**config.mk**
```make
export PLATFORM = sky130hd
export DESIGN_NAME = round_robin_alive_picker
export DESIGN_NICKNAME = d
export VERILOG_FILES = /design/src/rtl/core/rrap_pkg.sv /design/src/rtl/core/round_robin_alive_picker.sv /design/src/rtl/core/rrap_ctrl.sv /design/src/rtl/core/rrap_dp.sv
export VERILOG_INCLUDE_DIRS = /design/src /design/src/rtl/core
export SDC_FILE = /design/constraint.sdc
export NUM_CORES = 1
export LEC_CHECK = 0
export ABC_AREA = 1
export BUFFER_PORTS_ARGS = -buffer_cell sky130_fd_sc_hd__clkbuf_2
export CAP_MARGIN = 10
export CORE_AREA = 2 2 72 68
export CTS_BUF_LIST = sky130_fd_sc_hd__clkbuf_4 sky130_fd_sc_hd__clkbuf_8 sky130_fd_sc_hd__clkbuf_16
export CTS_CLUSTER_DIAMETER = 30
export DETAILED_ROUTE_END_ITERATION = 10
export DIE_AREA = 0 0 74 70
export PLACE_DENSITY = 0.78
export SYNTH_ARGS = -nofsm -noshare
export SYNTH_HDL_FRONTEND = slang
export SYNTH_SLANG_ARGS = --single-unit
export TNS_END_PERCENT = 50
```
**constraint.sdc**
```tcl
create_clock -name clk -period 6.75 [get_ports clk]
set_clock_uncertainty 0.1 [all_clocks]
set_input_delay 0.675 -clock clk [delete_from_list [all_inputs] [get_ports clk]]
set_output_delay 0.675 -clock clk [all_outputs]
set_load 0.005 [all_outputs]
```
**src/rtl/core/assert_macros.svh**
```systemverilog
// Assertion helpers shared by the picker modules.
`ifndef ASSERT_MACROS_SVH
`define ASSERT_MACROS_SVH

// Property that must hold at every rising edge outside reset.
`define ASSERT_ALWAYS(lbl, clk, rst, prop, msg) \
  lbl: assert property (@(posedge clk) disable iff (rst) (prop)) else $error(msg);

// Condition in one cycle implies a consequence in the next cycle.
`define ASSERT_NEXT(lbl, clk, rst, ante, cons, msg) \
  lbl: assert property (@(posedge clk) disable iff (rst) (ante) |=> (cons)) else $error(msg);

`endif

```
**src/rtl/core/rrap_pkg.sv**
```systemverilog
`timescale 1ns / 1ps
`default_nettype none

package rrap_pkg;

  // Number of backend slots held in the alive mask.
  localparam int MAX_SLOTS = 16;
  localparam int SLOT_W    = $clog2(MAX_SLOTS);
  localparam int COUNT_W   = $clog2(MAX_SLOTS + 1);
  localparam int CFG_W     = 5;

  // Request opcodes.
  localparam logic OP_PICK   = 1'b0;
  localparam logic OP_STATUS = 1'b1;

  // One request beat.
  typedef struct packed {
    logic              opcode;
    logic [SLOT_W-1:0] slot_index;
    logic              alive_value;
  } pick_in_t;

  // One result beat.
  typedef struct packed {
    logic              found;
    logic [SLOT_W-1:0] chosen_slot;
  } pick_out_t;

  // Commands from the controller to the datapath.
  typedef struct packed {
    logic apply_status;
    logic load_pick;
    logic scan_step;
    logic emit_found;
    logic emit_none;
  } rrap_cmd_t;

  // Status from the datapath to the controller.
  typedef struct packed {
    logic count_zero;
    logic hit;
    logic last;
  } rrap_stat_t;

endpackage

`default_nettype wire

```
**src/rtl/core/round_robin_alive_picker.sv**
```systemverilog
`timescale 1ns / 1ps
`default_nettype none

// Round-robin picker over up to 16 backend slots that skips slots marked dead.
// A status beat is applied while busy stays low, so the next beat can follow
// at once. A pick with an empty pool answers (found low) on the cycle after it
// is accepted, also without raising busy. Any other pick raises busy while it
// checks from 1 up to the count in use (backend_count, saturated at 16) slots;
// one slot per cycle is checked, starting at the rotating pointer. Its result
// appears in the first cycle with busy low again. Each result is shown for
// exactly one cycle under result_strobe; the receiver cannot stall it and must
// take the beat in that cycle. backend_count may be written only while busy is
// low and no result is pending.
module round_robin_alive_picker (
  input  wire logic                        clk,
  input  wire logic                        rst,
  input  wire logic                        cfg_wr_en,
  input  wire logic [rrap_pkg::CFG_W-1:0]  cfg_wr_data,
  input  wire logic                        start,
  output logic                             busy,
  input  wire rrap_pkg::pick_in_t          in_item,
  output logic                             result_strobe,
  output rrap_pkg::pick_out_t              result
);
  import rrap_pkg::*;

  rrap_cmd_t  cmd;
  rrap_stat_t stat;

  rrap_ctrl u_ctrl (
    .clk    (clk),
    .rst    (rst),
    .start  (start),
    .opcode (in_item.opcode),
    .stat   (stat),
    .busy   (busy),
    .cmd    (cmd)
  );

  rrap_dp u_dp (
    .clk           (clk),
    .rst           (rst),
    .cfg_wr_en     (cfg_wr_en),
    .cfg_wr_data   (cfg_wr_data),
    .in_item       (in_item),
    .cmd           (cmd),
    .stat          (stat),
    .result_strobe (result_strobe),
    .result        (result)
  );

endmodule

`default_nettype wire

```
**src/rtl/core/rrap_ctrl.sv**
```systemverilog
`timescale 1ns / 1ps
`default_nettype none
`include "assert_macros.svh"

module rrap_ctrl (
  input  wire logic               clk,
  input  wire logic               rst,
  input  wire logic               start,
  input  wire logic               opcode,
  input  wire rrap_pkg::rrap_stat_t stat,
  output logic                    busy,
  output rrap_pkg::rrap_cmd_t     cmd
);
  import rrap_pkg::*;

  typedef enum logic [1:0] {
    ST_IDLE = 2'b01,
    ST_SCAN = 2'b10
  } state_t;

  state_t state;
  state_t state_next;

  assign busy = (state == ST_SCAN);

  // Next state and command decode.
  always_comb begin
    state_next = state;
    cmd        = '0;
    unique case (state)
      ST_IDLE: begin
        if (start) begin
          if (opcode == OP_STATUS) begin
            cmd.apply_status = 1'b1;
          end else if (stat.count_zero) begin
            cmd.emit_none = 1'b1;
          end else begin
            cmd.load_pick = 1'b1;
            state_next    = ST_SCAN;
          end
        end
      end
      ST_SCAN: begin
        if (stat.hit) begin
          cmd.emit_found = 1'b1;
          state_next     = ST_IDLE;
        end else if (stat.last) begin
          cmd.emit_none = 1'b1;
          state_next    = ST_IDLE;
        end else begin
          cmd.scan_step = 1'b1;
        end
      end
      default: begin
        state_next = ST_IDLE;
      end
    endcase
  end

  // State register.
  always_ff @(posedge clk) begin
    if (rst) begin
      state <= ST_IDLE;
    end else begin
      state <= state_next;
    end
  end

  `ASSERT_ALWAYS(a_one_cmd, clk, rst,
    $onehot0({cmd.apply_status, cmd.load_pick, cmd.scan_step, cmd.emit_found, cmd.emit_none}),
    "controller issued more than one command")
  `ASSERT_NEXT(a_scan_ends, clk, rst, busy && (cmd.emit_found || cmd.emit_none), !busy,
    "scan did not return to idle after its result")
  `ASSERT_NEXT(a_pick_scans, clk, rst, cmd.load_pick, busy && !cmd.apply_status,
    "loaded pick did not enter the scan")

endmodule

`default_nettype wire

```
**src/rtl/core/rrap_dp.sv**
```systemverilog
`timescale 1ns / 1ps
`default_nettype none
`include "assert_macros.svh"

module rrap_dp (
  input  wire logic                                 clk,
  input  wire logic                                 rst,
  input  wire logic                                 cfg_wr_en,
  input  wire logic [rrap_pkg::CFG_W-1:0]           cfg_wr_data,
  input  wire rrap_pkg::pick_in_t                   in_item,
  input  wire rrap_pkg::rrap_cmd_t                  cmd,
  output rrap_pkg::rrap_stat_t                      stat,
  output logic                                      result_strobe,
  output rrap_pkg::pick_out_t                       result
);
  import rrap_pkg::*;

  logic [CFG_W-1:0]     backend_count;
  logic [COUNT_W-1:0]   eff_count;
  logic [MAX_SLOTS-1:0] alive;
  logic [SLOT_W-1:0]    ptr;
  logic [SLOT_W-1:0]    idx;
  logic [COUNT_W-1:0]   remaining;
  logic [SLOT_W-1:0]    scan_start;
  logic [COUNT_W-1:0]   start_inc;
  logic [COUNT_W-1:0]   idx_inc;
  logic                 status_hit;

  // Count in use, saturated to the number of slots.
  assign eff_count = (backend_count > CFG_W'(MAX_SLOTS)) ? COUNT_W'(MAX_SLOTS)
                                                         : COUNT_W'(backend_count);

  // Start of the scan: a pointer at or beyond a lowered count restarts at slot 0.
  assign scan_start = ({1'b0, ptr} < eff_count) ? ptr : '0;
  assign start_inc  = {1'b0, scan_start} + COUNT_W'(1);
  assign idx_inc    = {1'b0, idx} + COUNT_W'(1);
  assign status_hit = ({1'b0, in_item.slot_index} < eff_count);

  assign stat.count_zero = (eff_count == '0);
  assign stat.hit        = alive[idx];
  assign stat.last       = (remaining == COUNT_W'(1));

  // Configuration register.
  always_ff @(posedge clk) begin
    if (rst) begin
      backend_count <= '0;
    end else if (cfg_wr_en) begin
      backend_count <= cfg_wr_data;
    end
  end

  // Alive mask and rotating pointer.
  always_ff @(posedge clk) begin
    if (rst) begin
      alive <= '1;
      ptr   <= '0;
    end else begin
      if (cmd.apply_status && status_hit) begin
        alive[in_item.slot_index] <= in_item.alive_value;
      end
      if (cmd.load_pick) begin
        ptr <= (start_inc >= eff_count) ? '0 : start_inc[SLOT_W-1:0];
      end
    end
  end

  // Scan position and slots left to check.
  always_ff @(posedge clk) begin
    if (cmd.load_pick) begin
      idx       <= scan_start;
      remaining <= eff_count;
    end else if (cmd.scan_step) begin
      idx       <= (idx_inc >= eff_count) ? '0 : idx_inc[SLOT_W-1:0];
      remaining <= remaining - COUNT_W'(1);
    end
  end

  // Result register, shown for one cycle.
  always_ff @(posedge clk) begin
    if (rst) begin
      result_strobe <= 1'b0;
    end else begin
      result_strobe <= cmd.emit_found || cmd.emit_none;
    end
  end

  always_ff @(posedge clk) begin
    if (cmd.emit_found) begin
      result.found       <= 1'b1;
      result.chosen_slot <= idx;
    end else if (cmd.emit_none) begin
      result.found       <= 1'b0;
      result.chosen_slot <= '0;
    end
  end

  `ASSERT_ALWAYS(a_found_alive, clk, rst,
    !(result_strobe && result.found) || alive[result.chosen_slot],
    "chosen slot is not alive")
  `ASSERT_ALWAYS(a_step_left, clk, rst,
    !cmd.scan_step || (remaining > COUNT_W'(1)),
    "scan stepped past its last slot")
  `ASSERT_ALWAYS(a_ptr_range, clk, rst,
    !cmd.load_pick || ({1'b0, scan_start} < eff_count),
    "scan start outside the slots in use")

endmodule

`default_nettype wire
```
# [Word level (Yosys, flattened, before mapping)]
# Index checks and enable logic that the tools add are counted.
# Widths: inputs -> output; s select.
[op_classes] add_sub_neg=3 magnitude_cmp=8 eq_ne=7 n_mux=36 reduce_logical=7
[op_table] operator="$mux 4" n=7
[op_table] operator="$bwmux 16" n=1
[op_table] operator="$mux 2" n=8
[op_table] operator="$mux 5" n=3
[op_table] operator="$mux 1" n=13
[op_table] operator="$add 4x1->5 const B" n=2
[op_table] operator="$ge 5x5->1" n=2
[op_table] operator="$lt 4x5->1" n=2
[op_table] operator="$lt 4x5->1 const B" n=2
[op_table] operator="$ne 2x2->1 const B" n=3
[op_table] operator="$eq 5x1->1 const B" n=1
[op_table] operator="$gt 5x5->1 const B" n=1
[op_table] operator="$logic_not 5->1" n=1
[op_table] operator="$sub 5x1->5 const B" n=1
[op_table] operator="$bmux 1 s4" n=1
[op_table] operator="$demux 1 s4" n=1
[op_table] operator="$ge 4x1->1 const B" n=1
[op_table] operator="$pmux 2 s2" n=1
[op_table] operator="$reduce_and 4->1" n=1
[op_table] operator="$reduce_bool 2->1" n=2
[op_table] operator="$ne 3x1->1 const B" n=1
[op_table] operator="$eq 2x1->1 const B" n=1
[op_table] operator="$eq 2x2->1 const B" n=1
[op_table] operator="$logic_and 1x1->1" n=2
[op_table] operator="2 further kinds" n=2
[word_totals] register_bits=42 in_bits=15 word_cells=70

# [Longest topological paths before layout]
[depth] word_depth=9 ltp_mapped=25 ltp_nobuf=25

# [Hierarchy]
# A second synthesis with hierarchy kept.
[unflattened] hier_cells=383 area_unflattened_um2=2763.9
[by_module_without_submodules] mod="rrap_dp" n_inst=1 cells_per_inst=349 area_each_um2=2526.2
[by_module_without_submodules] mod="rrap_ctrl" n_inst=1 cells_per_inst=34 area_each_um2=237.7

# [Least setup slack after synthesis]
# OpenSTA, ideal clock, no wires.
[synth_path] path_type="register to register" start="register u_dp.backend_count[2]" end="register u_dp.ptr[2]" setup_ns=0.070 arrival_ns=3.045 setup_slack_ns=3.535 stages_incl_launch_ff=25 period_less_slack_ns=3.215 cell_sequence="dfxtp_1 nor2_1 nand2_1 nand2_1 nand2_1 ha_1 nand2_1 o21a_1 nand2_1 inv_1 nand2_1 inv_1 ha_1 or2_2 nand2_1 inv_1 ha_1 nand2_1 inv_1 o21ai_0 nand3_1 a21oi_1 and2_1 nand3_1 a21oi_1"
[synth_via] elab_chain_len=7 elab_cells_between_ends=12 classes_between="add/sub: 1; order compare: 3; mux: 7; reduce/logical: 1"
[synth_rtl] element="from (decl)" line="rrap_dp.sv:18" rtl="logic [CFG_W-1:0] backend_count;"
[synth_rtl] element="from (signal assigned)" line="rrap_dp.sv:48" rtl="backend_count <= cfg_wr_data;"
[synth_rtl] element="$gt 5x5->1" line="rrap_dp.sv:30" rtl="assign eff_count = (backend_count > CFG_W'(MAX_SLOTS)) ? COUNT_W'(MAX_SLOTS)"
[synth_rtl] element="$mux 5 (*)" line="rrap_dp.sv:30"
[synth_rtl] element="$lt 4x5->1 / $logic_not 5->1 (equally long branches)" line="rrap_dp.sv:34, rrap_dp.sv:39"
[synth_rtl] element="$mux 4 / $mux 1 (equally long branches)" line="rrap_dp.sv:34, rrap_ctrl.sv:35"
[synth_rtl] element="$add 4x1->5 / $mux 1 (equally long branches)" line="rrap_dp.sv:35, rrap_ctrl.sv:33"
[synth_rtl] element="$ge 5x5->1 / $mux 2 (equally long branches)" line="rrap_dp.sv:62, rrap_ctrl.sv:32"
[synth_rtl] element="$mux 4 / $mux 2 (equally long branches)" line="rrap_dp.sv:62, rrap_ctrl.sv:30"
[synth_rtl] element="to (signal assigned)" line="rrap_dp.sv:62" rtl="ptr <= (start_inc >= eff_count) ? '0 : start_inc[SLOT_W-1:0];"
[synth_rtl] element="to (decl)" line="rrap_dp.sv:21" rtl="logic [SLOT_W-1:0] ptr;"
# Every way passes the cells marked *; elsewhere a longest branch is shown, timed or not.
# A chain may end at the register's enable or synchronous reset.

# [Worst setup path after layout]
[layout_path] start="register u_dp.backend_count[3]" end="register u_dp.ptr[3]"
# The elaborated chain is that of the path after synthesis.

==> run summary <==
Status: completed
IO Pins: 22
Postcts setup bufs: 0
Dpl hpwl: 4.50 mm
DR pass1 iterations: 4
Area share of and/or/nand/nor cells after synthesis: 32.8%
Die ar.: 5180 um^2
Hold Buf Count CTS: 0
Sequential cell area: 971 um^2
Clock root buffer: clkbuf_8
RSZ-0062 raised after global routing: false
Rows: 24
Synthesized area: 2570 um^2
Max Root-Sink Buffers: 2
Grt total ovfl: 0
Post-synthesis sequential area ratio: 37.8%
Main area contributors after synthesis: dfxtp_1 (23%), edfxtp_1 (15%), nand2_1 (14%), ha_1 (11%), nand3_1 (9.9%)
Post-synth ARST share: 0%
Main synth FF type: dfxtp_1
CTS tree: built
Pleak: 1.44 nW
Worst slack, placed: 3140 ps
Top-area cell type share of the netlist area: 22.6%
Register bit count reported by yosys: 42
Die Wd: 74 um
Synthesized Nets: 396
Most frequent cells after synthesis: nand2_1 (94), nand3_1 (51), inv_1 (46)
Hold crit path type: reg -> reg
XOR/XNOR Fraction of Synth Area: 1.36%
Critical R2R Launch: u_dp.backend_count[3]
Final worst-path cycle share: 54.9%
Final setup viols: 0
Pin count of the biggest net entering global routing: 23
# resized after CTS: 0
Pwr/cell area: 211 nW/um^2
Effective utilization at floorplan: 56.7%
RePlAce Congestion: 0.908
Largest family of logic cells by synthesized area: simple AND/OR/NAND/NOR gates
Area of the multi-input gates: 1390 um^2
Reg2Reg Capture Point: u_dp.ptr[3]
Largest stage delay, worst path: 360 ps
Hold Startpoint: u_dp.result[4]
Synth Warn #: 0
Mux cell area share after synthesis: 0%
Core area: 4530 um^2
Slowest CP cell: dfxtp_1
Drt total wl: 5.82 mm
Final TNS setup: 0 ps
Antenna violations before repair: 0
Post-DRT Antenna Nets: 0
Number of max-cap violations: 0
Worst Max-Slew Pin Slew: 689 ps
Reg clk slew, reported paths: 80 ps
Final worst slack: 3040 ps
Max Clk Rate: 270 MHz
Worst hold margin: 358 ps
Slew HR: 54.0%
Post-synth EDFFs: 13
Vias: 2405
Syn avg cell area: 7.16 um^2
Area leader, netlist: dfxtp_1
GRT Total Usage: 25.0%
Crit-path most repeated cell: nand2_1
Setup CP Type: reg -> reg
FILL cells: 386
DR iter-0 viols: 197
Num CTS Buffers: 5
Post-Synth Adder-Cell Area: 10.7%
# H-tree levels: 2
Worst EP arrival: 3840 ps
Final nets: 418
Register-to-Register Path Depth: 25
CP Max Fanout: 4
Clk_lat worst skew: 300 ps
Final min period: 3710 ps
Fin. max-slew vios: 0
Clock Sinks: 42
Area Overhead vs Synth: 10.7%
PortBufs: 21
Cell with the most instances after synthesis: nand2_1
Crit. Startpoint: u_dp.backend_count[3]
Synth Instances: 359
Final Hold Fails: 0
Post-Layout Inst Area: 2850 um^2
Diodes inserted: 0
Synth Area in Compound Gates: 9.35%
DRC Markers: 0
Die height: 70 um
Placed instance area: 2730 um^2
CP Capture Point: u_dp.ptr[3]
Required arrival time at the worst endpoint: 6880 ps
First-pass GRT wire length: 10.2 mm
Drt wl/cell: 13.0 um
Layout cells sized above 1: 9.95%
FF-to-FF setup slack: 3040 ps
Cell variety after synth: 27
Critical path launch point type: flop
Routed vias/inst: 5.38
CP Capture Type: flop
Peak supply drop: 0.112 mV
Vias in the first global route: 2217
## per-layer routing
metal / global-route usage (%) / share of wire [%]
met4: 6.67 / 1.4
met2: 38.0 / 45
met5: 0 / 0
met1: 36.3 / 48
met3: 4.76 / 5.3
## sequential cells by signal, summed over array words and instances, names as in the netlist
signal              count
u_dp.alive             16
u_ctrl.state            2
u_dp.remaining          5
u_dp.result             5
u_dp.backend_count      5
u_dp.idx                4
u_dp.ptr                4
u_dp.result_strobe      1
## stage by stage
stage | power [mW] | utilization, % | instances
2_1_floorplan | 0.366 | - | 359
3_3_place_gp | 0.394 | 60.2 | 439
3_5_place_dp | 0.398 | 60.2 | 439
4_1_cts | 0.601 | 62.7 | 447
5_1_grt | 0.630 | 62.7 | 447
6_report | 0.600 | 62.7 | 447
## layout make-up
cell class                 instances  share of cell area [%]
clock buffer                       7                    2.95
multi-input combinational        263                    49.0
inverter                          48                    6.33
timing repair buffer              21                    3.69
tap                               65                    2.86
clock inverter                     1                    1.06
sequential                        42                    34.1
## where the power goes
part | leakage (nW) | total (mW) | internal (mW) | switching, mW
clock | 0.0593 | 0.207 | 0.119 | 0.0878
sequential | 0.358 | 0.285 | 0.275 | 0.0103
combinational | 1.02 | 0.108 | 0.0379 | 0.0706
total | 1.44 | 0.600 | 0.431 | 0.169
## worst min-delay path by stage
stage                endpoint  slack [ps]  depth (start not counted)
2_1_floorplan  u_dp.alive[15]         330                          2
3_3_place_gp   u_dp.result[4]         330                          2
3_5_place_dp   u_dp.alive[14]         350                          2
4_1_cts        u_dp.result[4]         370                          2
5_1_grt        u_dp.result[4]         380                          2
6_report       u_dp.result[4]         360                          2
## worst max-delay path, delay by kind of cell (launching register included)
family	cells	cell delay [ps]
AND/OR/NAND/NOR	14	1600
adder cells (fa/ha/maj)	3	820
AO/OA/AOI/OAI	4	530
flip-flops	1	360
buffers and inverters	4	240
## cells in the final DEF (no fill, tap or decap), types with 2 or more instances in the layout
cell	n
nor2_1	29
nor3_1	2
dfxtp_1	29
inv_2	2
nand3_1	51
inv_1	46
a21oi_2	2
clkbuf_8	5
and2_1	2
nand4_1	10
clkbuf_4	2
edfxtp_1	13
nand2_1	94
xor2_1	3
clkbuf_2	21
a21oi_1	12
nand2_2	2
ha_1	22
o21ai_0	26
## cells by family (layout without fill, tap and decap cells)
family | Yosys count | after routing
adder cells (fa/ha/maj) | 22 | 22
XOR/XNOR | 4 | 4
buffers and inverters | 54 | 77
AO/OA/AOI/OAI | 44 | 44
flip-flops | 42 | 42
AND/OR/NAND/NOR | 193 | 193
No activity file was read; power rests on OpenSTA's default activity.
